$ cat config.mk
export PLATFORM = sky130hd
export DESIGN_NAME = seven_segment_serial_display_driver_core
export DESIGN_NICKNAME = d
export VERILOG_FILES = /design/src/hw/rtl/ssdd_pkg.sv /design/src/hw/rtl/seven_segment_serial_display_driver_core.sv /design/src/hw/rtl/ssdd_front.sv /design/src/hw/rtl/ssdd_queue.sv /design/src/hw/rtl/ssdd_back.sv
export VERILOG_INCLUDE_DIRS = /design/src /design/src/hw/rtl
export SDC_FILE = /design/constraint.sdc
export NUM_CORES = 2
export LEC_CHECK = 0
export BUFFER_PORTS_ARGS = -buffer_cell sky130_fd_sc_hd__buf_2
export CORE_MARGIN = 2
export CORE_UTILIZATION = 60
export DETAILED_ROUTE_END_ITERATION = 12
export PLACE_DENSITY = 0.85
export SLEW_MARGIN = 20
export SYNTH_ARGS = -nofsm -noshare
export SYNTH_HDL_FRONTEND = slang
export SYNTH_SLANG_ARGS = --single-unit
$ cat constraint.sdc
create_clock -name i_clk -period 21.4 [get_ports i_clk]
set_clock_uncertainty 0.2 [all_clocks]
set_input_delay 5.35 -clock i_clk [delete_from_list [all_inputs] [get_ports i_clk]]
set_output_delay 5.35 -clock i_clk [all_outputs]
set_load 0.005 [all_outputs]
$ cat src/hw/rtl/seven_segment_serial_display_driver_core_macros.svh
// assertion helpers shared by the display driver modules
`ifndef SEVEN_SEGMENT_SERIAL_DISPLAY_DRIVER_CORE_MACROS_SVH
`define SEVEN_SEGMENT_SERIAL_DISPLAY_DRIVER_CORE_MACROS_SVH

// same-cycle implication, disabled while reset is asserted
`define SSDD_ASSERT_NOW(label, clk, rst_n, ante, cons) \
    label: assert property (@(posedge clk) disable iff (!rst_n) (ante) |-> (cons)) \
        else $error("ssdd assertion failed");

// next-cycle implication, disabled while reset is asserted
`define SSDD_ASSERT_NEXT(label, clk, rst_n, ante, cons) \
    label: assert property (@(posedge clk) disable iff (!rst_n) (ante) |=> (cons)) \
        else $error("ssdd assertion failed");

`endif

$ cat src/hw/rtl/ssdd_pkg.sv
`default_nettype none

package ssdd_pkg;

    localparam int DIGIT_COUNT = 4;
    localparam int BYTE_W      = $clog2(DIGIT_COUNT + 1);

    // queue depth must be a power of two, pointers wrap naturally
    localparam int QUEUE_DEPTH = 4;
    localparam int QUEUE_AW    = $clog2(QUEUE_DEPTH);

    localparam int VALUE_W    = 16;
    localparam int CFG_IDX_W  = 2;
    localparam int CFG_DATA_W = 20;

    // x / 10 == (x * 52429) >> 19 for every 16-bit x
    localparam logic [31:0] DIV10_MUL   = 32'd52429;
    localparam int          DIV10_SHIFT = 19;

    localparam logic [7:0] CMD_DATA  = 8'h40;
    localparam logic [7:0] CMD_ADDR  = 8'hC0;
    localparam logic [7:0] CMD_CTRL  = 8'h88;
    localparam logic [7:0] SEG_POINT = 8'h80;

    localparam logic [1:0] FRAME_ABORT = 2'd3;

    typedef enum logic [CFG_IDX_W-1:0] {
        CFG_BRIGHTNESS   = 2'd0,
        CFG_REFRESH      = 2'd1,
        CFG_BLINK_HALF   = 2'd2,
        CFG_ACK_WAIT     = 2'd3
    } t_cfg_idx;

    typedef enum logic [3:0] {
        PH_IDLE     = 4'd0,
        PH_START_HI = 4'd1,
        PH_START_LO = 4'd2,
        PH_BIT_LO   = 4'd3,
        PH_BIT_HI   = 4'd4,
        PH_ACK_WAIT = 4'd5,
        PH_ACK_HI   = 4'd6,
        PH_ACK_LO   = 4'd7,
        PH_STOP_A   = 4'd8,
        PH_STOP_B   = 4'd9,
        PH_STOP_C   = 4'd10
    } t_phase;

    typedef logic [DIGIT_COUNT-1:0][7:0] t_codes;

    typedef struct packed {
        logic [VALUE_W-1:0] value;
        logic               editing;
        logic [1:0]         edit_position;
        logic [2:0]         point_position;
        logic               dio_sample;
    } t_item;

    typedef struct packed {
        t_codes             codes;
        logic [VALUE_W-1:0] value;
        logic               editing;
        logic [1:0]         edit_position;
        logic               dio_sample;
    } t_job;

    typedef struct packed {
        logic [2:0]  brightness;
        logic [15:0] refresh_interval;
        logic [19:0] blink_half_period;
        logic [7:0]  ack_wait;
    } t_cfg;

    typedef struct packed {
        logic full;
        logic empty;
    } t_q_stat;

    localparam t_cfg CFG_RESET = '{
        brightness:        3'd7,
        refresh_interval:  16'd2000,
        blink_half_period: 20'd100000,
        ack_wait:          8'd60
    };

    function automatic logic [7:0] seg_of_digit(input logic [3:0] digit);
        logic [7:0] seg;
        case (digit)
            4'd0: seg = 8'h3F;
            4'd1: seg = 8'h06;
            4'd2: seg = 8'h5B;
            4'd3: seg = 8'h4F;
            4'd4: seg = 8'h66;
            4'd5: seg = 8'h6D;
            4'd6: seg = 8'h7D;
            4'd7: seg = 8'h07;
            4'd8: seg = 8'h7F;
            4'd9: seg = 8'h6F;
            default: seg = 8'h00;
        endcase
        return seg;
    endfunction

endpackage

`default_nettype wire

$ cat src/hw/rtl/seven_segment_serial_display_driver_core.sv
// channel   direction  handshake                 payload
// in        to core    i_in_valid / o_in_stall   shown_value, editing, edit_position,
//                                                point_position, dio_sample
// out       from core  o_out_valid / i_out_stall clk_level, dio_level, dio_drive,
//                                                busy_res, ack_fault
// cfg       to core    i_cfg_valid / o_cfg_ready i_cfg_index, i_cfg_data
//
// one tick per cycle unless the output stalls; the back end registers each bus step
// a tick passes the divide-by-ten stages (the first loaded at the transfer edge), then a
// queue entry, then the bus step that loads the result register
// synchronous active-low reset clears control state and restores register defaults
// output stall fills the four-entry queue, then holds the digit pipeline and input
`default_nettype none

module seven_segment_serial_display_driver_core (
    input  wire logic                            i_clk,
    input  wire logic                            i_rst_n,
    input  wire logic                            i_in_valid,
    output logic                                 o_in_stall,
    input  wire logic [ssdd_pkg::VALUE_W-1:0]    i_shown_value,
    input  wire logic                            i_editing,
    input  wire logic [1:0]                      i_edit_position,
    input  wire logic [2:0]                      i_point_position,
    input  wire logic                            i_dio_sample,
    output logic                                 o_out_valid,
    input  wire logic                            i_out_stall,
    output logic                                 o_clk_level,
    output logic                                 o_dio_level,
    output logic                                 o_dio_drive,
    output logic                                 o_busy_res,
    output logic                                 o_ack_fault,
    input  wire logic                            i_cfg_valid,
    output logic                                 o_cfg_ready,
    input  wire logic [ssdd_pkg::CFG_IDX_W-1:0]  i_cfg_index,
    input  wire logic [ssdd_pkg::CFG_DATA_W-1:0] i_cfg_data
);
    import ssdd_pkg::*;

    t_cfg    r_cfg;
    t_item   item;
    t_job    front_job;
    t_job    head_job;
    t_q_stat q_stat;
    logic    push;
    logic    pop;

    assign o_cfg_ready = 1'b1;

    always_ff @(posedge i_clk) begin
        if (!i_rst_n) begin
            r_cfg <= CFG_RESET;
        end else if (i_cfg_valid) begin
            case (t_cfg_idx'(i_cfg_index))
                CFG_BRIGHTNESS: r_cfg.brightness        <= i_cfg_data[2:0];
                CFG_REFRESH:    r_cfg.refresh_interval  <= i_cfg_data[15:0];
                CFG_BLINK_HALF: r_cfg.blink_half_period <= i_cfg_data[19:0];
                CFG_ACK_WAIT:   r_cfg.ack_wait          <= i_cfg_data[7:0];
                default:        r_cfg <= r_cfg;
            endcase
        end
    end

    assign item.value          = i_shown_value;
    assign item.editing        = i_editing;
    assign item.edit_position  = i_edit_position;
    assign item.point_position = i_point_position;
    assign item.dio_sample     = i_dio_sample;

    ssdd_front u_front (
        .i_clk      (i_clk),
        .i_rst_n    (i_rst_n),
        .i_in_valid (i_in_valid),
        .o_in_stall (o_in_stall),
        .i_item     (item),
        .i_q_stat   (q_stat),
        .o_push     (push),
        .o_job      (front_job)
    );

    ssdd_queue u_queue (
        .i_clk      (i_clk),
        .i_rst_n    (i_rst_n),
        .i_push     (push),
        .i_push_job (front_job),
        .i_pop      (pop),
        .o_head     (head_job),
        .o_stat     (q_stat)
    );

    ssdd_back u_back (
        .i_clk       (i_clk),
        .i_rst_n     (i_rst_n),
        .i_cfg       (r_cfg),
        .i_q_stat    (q_stat),
        .i_job       (head_job),
        .o_job_pop   (pop),
        .o_out_valid (o_out_valid),
        .i_out_stall (i_out_stall),
        .o_clk_level (o_clk_level),
        .o_dio_level (o_dio_level),
        .o_dio_drive (o_dio_drive),
        .o_busy_res  (o_busy_res),
        .o_ack_fault (o_ack_fault)
    );

endmodule

`default_nettype wire

$ cat src/hw/rtl/ssdd_front.sv
`default_nettype none

module ssdd_front (
    input  wire logic            i_clk,
    input  wire logic            i_rst_n,
    input  wire logic            i_in_valid,
    output logic                 o_in_stall,
    input  wire ssdd_pkg::t_item i_item,
    input  wire ssdd_pkg::t_q_stat i_q_stat,
    output logic                 o_push,
    output ssdd_pkg::t_job       o_job
);
    import ssdd_pkg::*;

    // one stage per decimal digit, units first
    logic               r_vld   [DIGIT_COUNT];
    t_item              r_item  [DIGIT_COUNT];
    logic [VALUE_W-1:0] r_rem   [DIGIT_COUNT];
    t_codes             r_codes [DIGIT_COUNT];
    logic               hold;

    assign hold       = r_vld[DIGIT_COUNT-1] & i_q_stat.full;
    assign o_in_stall = hold;
    assign o_push     = r_vld[DIGIT_COUNT-1] & ~i_q_stat.full;

    for (genvar s = 0; s < DIGIT_COUNT; s++) begin : g_stage
        logic               vld_in;
        t_item              item_in;
        logic [VALUE_W-1:0] rem_in;
        t_codes             codes_in;
        logic [31:0]        prod;
        logic [VALUE_W-1:0] quo;
        logic [3:0]         digit;

        if (s == 0) begin : g_first
            assign vld_in   = i_in_valid;
            assign item_in  = i_item;
            assign rem_in   = i_item.value;
            assign codes_in = '0;
        end else begin : g_next
            assign vld_in   = r_vld[s-1];
            assign item_in  = r_item[s-1];
            assign rem_in   = r_rem[s-1];
            assign codes_in = r_codes[s-1];
        end

        assign prod  = 32'(rem_in) * DIV10_MUL;
        assign quo   = VALUE_W'(prod >> DIV10_SHIFT);
        assign digit = 4'(rem_in - VALUE_W'(quo * 16'd10));

        always_ff @(posedge i_clk) begin
            if (!i_rst_n) begin
                r_vld[s] <= 1'b0;
            end else if (!hold) begin
                r_vld[s] <= vld_in;
            end
        end

        always_ff @(posedge i_clk) begin
            if (!hold) begin
                r_item[s] <= item_in;
                r_rem[s]  <= quo;
                for (int j = 0; j < DIGIT_COUNT; j++) begin
                    if (j == DIGIT_COUNT - 1 - s) begin
                        r_codes[s][j] <= seg_of_digit(digit);
                    end else begin
                        r_codes[s][j] <= codes_in[j];
                    end
                end
            end
        end
    end

    // decimal point goes on at the exit of the digit pipeline
    always_comb begin
        o_job.value         = r_item[DIGIT_COUNT-1].value;
        o_job.editing       = r_item[DIGIT_COUNT-1].editing;
        o_job.edit_position = r_item[DIGIT_COUNT-1].edit_position;
        o_job.dio_sample    = r_item[DIGIT_COUNT-1].dio_sample;
        for (int j = 0; j < DIGIT_COUNT; j++) begin
            if (32'(r_item[DIGIT_COUNT-1].point_position) == j) begin
                o_job.codes[j] = r_codes[DIGIT_COUNT-1][j] | SEG_POINT;
            end else begin
                o_job.codes[j] = r_codes[DIGIT_COUNT-1][j];
            end
        end
    end

endmodule

`default_nettype wire

$ cat src/hw/rtl/ssdd_queue.sv
`default_nettype none
`include "seven_segment_serial_display_driver_core_macros.svh"

module ssdd_queue (
    input  wire logic              i_clk,
    input  wire logic              i_rst_n,
    input  wire logic              i_push,
    input  wire ssdd_pkg::t_job    i_push_job,
    input  wire logic              i_pop,
    output ssdd_pkg::t_job         o_head,
    output ssdd_pkg::t_q_stat      o_stat
);
    import ssdd_pkg::*;

    t_job                r_mem [QUEUE_DEPTH];
    logic [QUEUE_AW-1:0] r_wr_ptr;
    logic [QUEUE_AW-1:0] r_rd_ptr;
    logic [QUEUE_AW:0]   r_count;

    assign o_stat.full  = (r_count == (QUEUE_AW + 1)'(QUEUE_DEPTH));
    assign o_stat.empty = (r_count == '0);
    assign o_head       = r_mem[r_rd_ptr];

    always_ff @(posedge i_clk) begin
        if (!i_rst_n) begin
            r_wr_ptr <= '0;
            r_rd_ptr <= '0;
            r_count  <= '0;
        end else begin
            if (i_push) begin
                r_wr_ptr <= r_wr_ptr + QUEUE_AW'(1);
            end
            if (i_pop) begin
                r_rd_ptr <= r_rd_ptr + QUEUE_AW'(1);
            end
            case ({i_push, i_pop})
                2'b10:   r_count <= r_count + (QUEUE_AW + 1)'(1);
                2'b01:   r_count <= r_count - (QUEUE_AW + 1)'(1);
                default: r_count <= r_count;
            endcase
        end
    end

    always_ff @(posedge i_clk) begin
        if (i_push) begin
            r_mem[r_wr_ptr] <= i_push_job;
        end
    end

    `SSDD_ASSERT_NOW(a_no_push_when_full, i_clk, i_rst_n, o_stat.full, !i_push)
    `SSDD_ASSERT_NOW(a_no_pop_when_empty, i_clk, i_rst_n, o_stat.empty, !i_pop)
    `SSDD_ASSERT_NOW(a_full_not_empty, i_clk, i_rst_n, o_stat.full, !o_stat.empty)

endmodule

`default_nettype wire

$ cat src/hw/rtl/ssdd_back.sv
`default_nettype none
`include "seven_segment_serial_display_driver_core_macros.svh"

module ssdd_back (
    input  wire logic              i_clk,
    input  wire logic              i_rst_n,
    input  wire ssdd_pkg::t_cfg    i_cfg,
    input  wire ssdd_pkg::t_q_stat i_q_stat,
    input  wire ssdd_pkg::t_job    i_job,
    output logic                   o_job_pop,
    output logic                   o_out_valid,
    input  wire logic              i_out_stall,
    output logic                   o_clk_level,
    output logic                   o_dio_level,
    output logic                   o_dio_drive,
    output logic                   o_busy_res,
    output logic                   o_ack_fault
);
    import ssdd_pkg::*;

    logic [19:0]        r_blink_cnt,  n_blink_cnt;
    logic               r_blink_on,   n_blink_on;
    logic [15:0]        r_ref_cnt,    n_ref_cnt;
    logic               r_first,      n_first;
    logic [VALUE_W-1:0] r_prev_value, n_prev_value;
    logic [1:0]         r_prev_epos,  n_prev_epos;
    logic               r_prev_edit,  n_prev_edit;
    t_codes             r_codes,      n_codes;
    t_phase             r_phase,      n_phase;
    logic [1:0]         r_frame_num,  n_frame_num;
    logic [BYTE_W-1:0]  r_byte_num,   n_byte_num;
    logic [2:0]         r_bit_num,    n_bit_num;
    logic [7:0]         r_shift,      n_shift;
    logic [7:0]         r_ack_cnt,    n_ack_cnt;
    logic               n_fault;

    logic r_out_valid, r_out_clk, r_out_dio, r_out_drv, r_out_busy, r_out_fault;
    logic n_clk, n_dio, n_drv, n_busy;

    logic [7:0] code_sel;
    logic       blank;
    logic       changed;

    assign o_job_pop = ~i_q_stat.empty & (~r_out_valid | ~i_out_stall);

    always_comb begin
        code_sel = 8'h00;
        for (int j = 0; j < DIGIT_COUNT; j++) begin
            if (32'(r_byte_num) == j) begin
                code_sel = r_codes[j];
            end
        end
    end

    assign changed = r_first || (i_job.value != r_prev_value) ||
                     (i_job.edit_position != r_prev_epos) ||
                     (i_job.editing != r_prev_edit) || i_job.editing;

    // next state for one bus tick
    always_comb begin
        n_blink_cnt  = r_blink_cnt + 20'd1;
        n_blink_on   = r_blink_on;
        n_ref_cnt    = r_ref_cnt;
        n_first      = r_first;
        n_prev_value = r_prev_value;
        n_prev_epos  = r_prev_epos;
        n_prev_edit  = r_prev_edit;
        n_codes      = r_codes;
        n_phase      = r_phase;
        n_frame_num  = r_frame_num;
        n_byte_num   = r_byte_num;
        n_bit_num    = r_bit_num;
        n_shift      = r_shift;
        n_ack_cnt    = r_ack_cnt;
        n_fault      = 1'b0;

        if (n_blink_cnt >= i_cfg.blink_half_period) begin
            n_blink_cnt = 20'd0;
            n_blink_on  = ~r_blink_on;
        end
        blank = i_job.editing & n_blink_on;

        if (r_ref_cnt < i_cfg.refresh_interval) begin
            n_ref_cnt = r_ref_cnt + 16'd1;
        end

        if (r_phase == PH_IDLE) begin
            if (n_ref_cnt >= i_cfg.refresh_interval) begin
                n_ref_cnt = 16'd0;
                if (changed) begin
                    n_first      = 1'b0;
                    n_prev_value = i_job.value;
                    n_prev_epos  = i_job.edit_position;
                    n_prev_edit  = i_job.editing;
                    for (int j = 0; j < DIGIT_COUNT; j++) begin
                        if (blank && (32'(i_job.edit_position) == j)) begin
                            n_codes[j] = 8'h00;
                        end else begin
                            n_codes[j] = i_job.codes[j];
                        end
                    end
                    n_frame_num = 2'd0;
                    n_byte_num  = '0;
                    n_shift     = CMD_DATA;
                    n_bit_num   = 3'd0;
                    n_phase     = PH_START_HI;
                end
            end
        end else begin
            case (r_phase)
                PH_START_HI: n_phase = PH_START_LO;
                PH_START_LO: n_phase = PH_BIT_LO;
                PH_BIT_LO:   n_phase = PH_BIT_HI;
                PH_BIT_HI: begin
                    if (r_bit_num == 3'd7) begin
                        n_ack_cnt = 8'd0;
                        n_phase   = PH_ACK_WAIT;
                    end else begin
                        n_bit_num = r_bit_num + 3'd1;
                        n_shift   = r_shift >> 1;
                        n_phase   = PH_BIT_LO;
                    end
                end
                PH_ACK_WAIT: begin
                    if (!i_job.dio_sample) begin
                        n_phase = PH_ACK_HI;
                    end else begin
                        if (r_ack_cnt != 8'hFF) begin
                            n_ack_cnt = r_ack_cnt + 8'd1;
                        end
                        if (n_ack_cnt >= i_cfg.ack_wait) begin
                            n_fault     = 1'b1;
                            n_frame_num = FRAME_ABORT;
                            n_phase     = PH_ACK_HI;
                        end
                    end
                end
                PH_ACK_HI: n_phase = PH_ACK_LO;
                PH_ACK_LO: begin
                    if ((r_frame_num == 2'd1) && (r_byte_num < BYTE_W'(DIGIT_COUNT))) begin
                        n_shift    = code_sel;
                        n_bit_num  = 3'd0;
                        n_byte_num = r_byte_num + BYTE_W'(1);
                        n_phase    = PH_BIT_LO;
                    end else begin
                        n_phase = PH_STOP_A;
                    end
                end
                PH_STOP_A: n_phase = PH_STOP_B;
                PH_STOP_B: n_phase = PH_STOP_C;
                PH_STOP_C: begin
                    if (r_frame_num >= 2'd2) begin
                        n_phase = PH_IDLE;
                    end else begin
                        n_frame_num = r_frame_num + 2'd1;
                        n_bit_num   = 3'd0;
                        if (n_frame_num == 2'd1) begin
                            n_shift    = CMD_ADDR;
                            n_byte_num = '0;
                        end else begin
                            n_shift = CMD_CTRL | {5'b0, i_cfg.brightness};
                        end
                        n_phase = PH_START_HI;
                    end
                end
                default: n_phase = PH_IDLE;
            endcase
        end
    end

    // pin levels for the phase entered on this tick
    always_comb begin
        case (n_phase)
            PH_START_LO: begin n_clk = 1'b1; n_dio = 1'b0;       n_drv = 1'b1; end
            PH_BIT_LO:   begin n_clk = 1'b0; n_dio = n_shift[0]; n_drv = 1'b1; end
            PH_BIT_HI:   begin n_clk = 1'b1; n_dio = n_shift[0]; n_drv = 1'b1; end
            PH_ACK_WAIT: begin n_clk = 1'b0; n_dio = 1'b0;       n_drv = 1'b0; end
            PH_ACK_HI:   begin n_clk = 1'b1; n_dio = 1'b0;       n_drv = 1'b0; end
            PH_ACK_LO:   begin n_clk = 1'b0; n_dio = 1'b0;       n_drv = 1'b1; end
            PH_STOP_A:   begin n_clk = 1'b0; n_dio = 1'b0;       n_drv = 1'b1; end
            PH_STOP_B:   begin n_clk = 1'b1; n_dio = 1'b0;       n_drv = 1'b1; end
            default:     begin n_clk = 1'b1; n_dio = 1'b1;       n_drv = 1'b1; end
        endcase
        n_busy = (n_phase != PH_IDLE);
    end

    always_ff @(posedge i_clk) begin
        if (!i_rst_n) begin
            r_blink_cnt  <= 20'd0;
            r_blink_on   <= 1'b0;
            r_ref_cnt    <= 16'd0;
            r_first      <= 1'b1;
            r_prev_value <= '1;
            r_prev_epos  <= 2'd0;
            r_prev_edit  <= 1'b0;
            r_phase      <= PH_IDLE;
            r_frame_num  <= 2'd0;
            r_byte_num   <= '0;
            r_bit_num    <= 3'd0;
            r_shift      <= 8'd0;
            r_ack_cnt    <= 8'd0;
            r_out_valid  <= 1'b0;
        end else begin
            if (o_job_pop) begin
                r_blink_cnt  <= n_blink_cnt;
                r_blink_on   <= n_blink_on;
                r_ref_cnt    <= n_ref_cnt;
                r_first      <= n_first;
                r_prev_value <= n_prev_value;
                r_prev_epos  <= n_prev_epos;
                r_prev_edit  <= n_prev_edit;
                r_phase      <= n_phase;
                r_frame_num  <= n_frame_num;
                r_byte_num   <= n_byte_num;
                r_bit_num    <= n_bit_num;
                r_shift      <= n_shift;
                r_ack_cnt    <= n_ack_cnt;
                r_out_valid  <= 1'b1;
            end else if (!i_out_stall) begin
                r_out_valid <= 1'b0;
            end
        end
    end

    always_ff @(posedge i_clk) begin
        if (o_job_pop) begin
            r_codes     <= n_codes;
            r_out_clk   <= n_clk;
            r_out_dio   <= n_dio;
            r_out_drv   <= n_drv;
            r_out_busy  <= n_busy;
            r_out_fault <= n_fault;
        end
    end

    assign o_out_valid = r_out_valid;
    assign o_clk_level = r_out_clk;
    assign o_dio_level = r_out_dio;
    assign o_dio_drive = r_out_drv;
    assign o_busy_res  = r_out_busy;
    assign o_ack_fault = r_out_fault;

    `SSDD_ASSERT_NOW(a_fault_only_in_ack, i_clk, i_rst_n, o_job_pop && n_fault, r_phase == PH_ACK_WAIT)
    `SSDD_ASSERT_NEXT(a_pop_fills_result, i_clk, i_rst_n, o_job_pop, r_out_valid)
    `SSDD_ASSERT_NOW(a_frame_starts_clean, i_clk, i_rst_n, r_phase == PH_START_HI, r_bit_num == 3'd0)

endmodule

`default_nettype wire
==> reports/summary.txt <==
Number of CTS-inserted buffers - 59
Die Y - 260 um
Hpwl dp - 56,700 um
Reg-to-reg slack, setup - 13.09 ns
Initial Utilization - 60.8%
Max cap viols - 0
TritonRoute pass-1 iters - 5
Post-synth cell types - 85
Setup Viol. Count Final - 0
Sequential element share of the synthesized area - 41.6%
Most numerous cell in the Yosys netlist - inv_1
Vias in the first global route - 26,000
Post-Place Setup Slack - 9.65 ns
CTS root buffer - clkbuf_16
Tmin final - 11.14 ns
# fillers - 4,375
# hold bufs at CTS - 0
Synth top area share - 34.3%
Final hold vios - 0
PortBufs - 56
Clock Sinks - 592
Mean area per synthesized cell - 12.0 um2
Top cells by area, synth - edfxtp_1 34%, ha_1 18%, fa_1 13%, dfxtp_1 7.3%, inv_1 6.0%
Die area - 67,500 um2
Multi-input gate area - 20,300 um2
Initial antenna violation count - 0
WL/cell - 19.5 um
Pins Over Slew Limit - 0
Critical path type - in -> reg
Post-route DRC - 0
Floorplan row count - 93
Critical Path End Type - flop
Layout area overhead - 8.26%
Top_reg_cell synth - edfxtp_1
Total Wirelength - 82,900 um
Count of boundary I/O pins - 58
Worst EP required - 21.56 ns
Peak Freq - 89.8 MHz
Die Span X - 260 um
PnR worst setup slack - 10.26 ns
Gr usage total - 25.2%
Ys async rst share - 0%
Final period util - 52.1%
Total congestion overflow - 0
Maximum fanout along the worst path - 9
Via count - 24,600
First-pass GRT wire length - 135,000 um
Yosys top cell by area - edfxtp_1
Number of synthesized register bits - 592
Synthesized instance count - 3,281
Fin Hold WS - 0.204 ns
Number of H-tree levels - 2
Inserted Diodes - 0
CP Launch Type - input pin
Final Wtd Congestion - 0.982
ANT nets after route - 0
Post-cts resize count - 0
RSZ-0062 raised after global routing - no
Post-synth top cells - 625 x inv_1, 562 x ha_1, 449 x edfxtp_1
Post-synthesis cell area - 39,300 um2
CTS tree - yes
Drt initial violations - 1,906
Yosys warns - 0
Largest net degree at the start of global routing - 84
Clk_lat worst skew - 0.64 ns
Setup TNS - 0 ns
Buffer levels on the longest clock path - 3
Share of layout cells above drive strength 1 - 7.53%
Slew HR - 33.2%
Vias per std cell - 5.78
Setup Fix Bufs, Post-CTS - 0
NumNets Final - 4,219
Core Area - 64,600 um2
Arr. time, crit path - 11.30 ns
Post-Syn Nets - 4,153
Clock slew seen by the registers of the worst setup and hold paths - 0.06 ns
FF+latch area - 16,400 um2
Run status - completed
Slew @ Worst Pin - 1.00 ns
Number of synthesized flops with an enable pin - 449
Worst hold path type - reg -> reg
[registers in the layout, indices dropped and copies added (netlist names), 16 cells and up, named ones only]
register	cells
u_queue.r_mem	208
u_front.r_item	92
u_front.r_codes	70
r_cfg	47
u_front.r_rem	39
u_back.r_codes	32
u_back.r_blink_cnt	20
u_back.r_prev_value	16
u_back.r_ref_cnt	16
[final cells by class]
class                           count  share of cell area (%)
Timing Repair Buffer               69                   0.898
Multi-Input combinational cell   2000                    47.8
Tap cell                          855                    2.52
Clock inverter                     43                    1.07
Sequential cell                   592                    38.5
Clock buffer                       69                    3.74
Inverter                          625                    5.52
[logic make-up after synthesis]
group                      count (synthesis)  share of synthesized area [%]
xor gates and xnor gates                 119                           2.83
and+or+nand+nor                          558                           6.91
AOI/OAI and AO/OA                        408                           6.73
buffers and inverters                    689                           6.68
muxes                                     92                           4.02
other                                      1                        0.00955
DFF                                      592                           41.6
adders and majority gates                822                           31.2
[layer usage]
layer | vias up | track usage, % | wire length, um | part of all wire (%)
met3 | 176 | 3.16 | 4160 | 5.0
met5 | - | 0 | 0 | 0
met4 | 0 | 9.10 | 2520 | 3.0
li1 | 11400 | - | - | -
met1 | 12200 | 31.6 | 33300 | 40
met2 | 827 | 44.8 | 42900 | 52
[cell usage in the layout (no fill, tap or decap), types with 45 or more instances in the layout]
cell type,instances
xnor2_1,79
ha_1,562
nor2b_1,45
fa_1,260
nand2_1,210
clkbuf_16,62
nor2_1,105
inv_1,623
dfxtp_1,141
nand3_1,46
mux4_2,52
o21ai_0,71
buf_2,56
edfxtp_1,449
a21oi_1,126
[path summary, 6_finish.rpt]
| path | from | endpoint | cells past startpoint |
|---|---|---|---|
| worst max-delay path | i_shown_value[6] | u_front.r_codes[0][24] | 21 |
| worst min-delay path | u_front.r_item[2][4] | u_front.r_item[3][4] | 0 |
| worst max register to register | u_front.r_rem[1][1] | u_front.r_codes[2][13] | 23 |
| worst min register to register | u_front.r_item[2][4] | u_front.r_item[3][4] | 0 |
[stage by stage]
stage          instances  utilization [%]  area (um2)
2_1_floorplan       3281                -       39300
3_3_place_gp        4141             62.6       40500
3_5_place_dp        4141             62.6       40500
4_1_cts             4253             65.8       42500
5_1_grt             4253             65.8       42500
6_report            4253             65.8       42500
[worst max-delay path: stages]
cell       delay, ns
buf_2           0.15
ha_1            0.38
ha_1            0.31
ha_1            0.21
fa_1            0.52
inv_1           0.07
fa_1            0.50
fa_1            0.50
inv_1           0.07
ha_1            0.23
or3_1           0.40
a221oi_1        0.47
o22ai_1         0.23
a31oi_1         0.27
xnor2_1         0.16
ha_1            0.22
fa_1            0.37
xor2_1          0.18
xnor3_2         0.38
mux2i_1         0.19
o2bb2ai_1       0.15
Power is not shown: default switching activity piles up to over one toggle a cycle in this logic, so the estimate is an artifact.
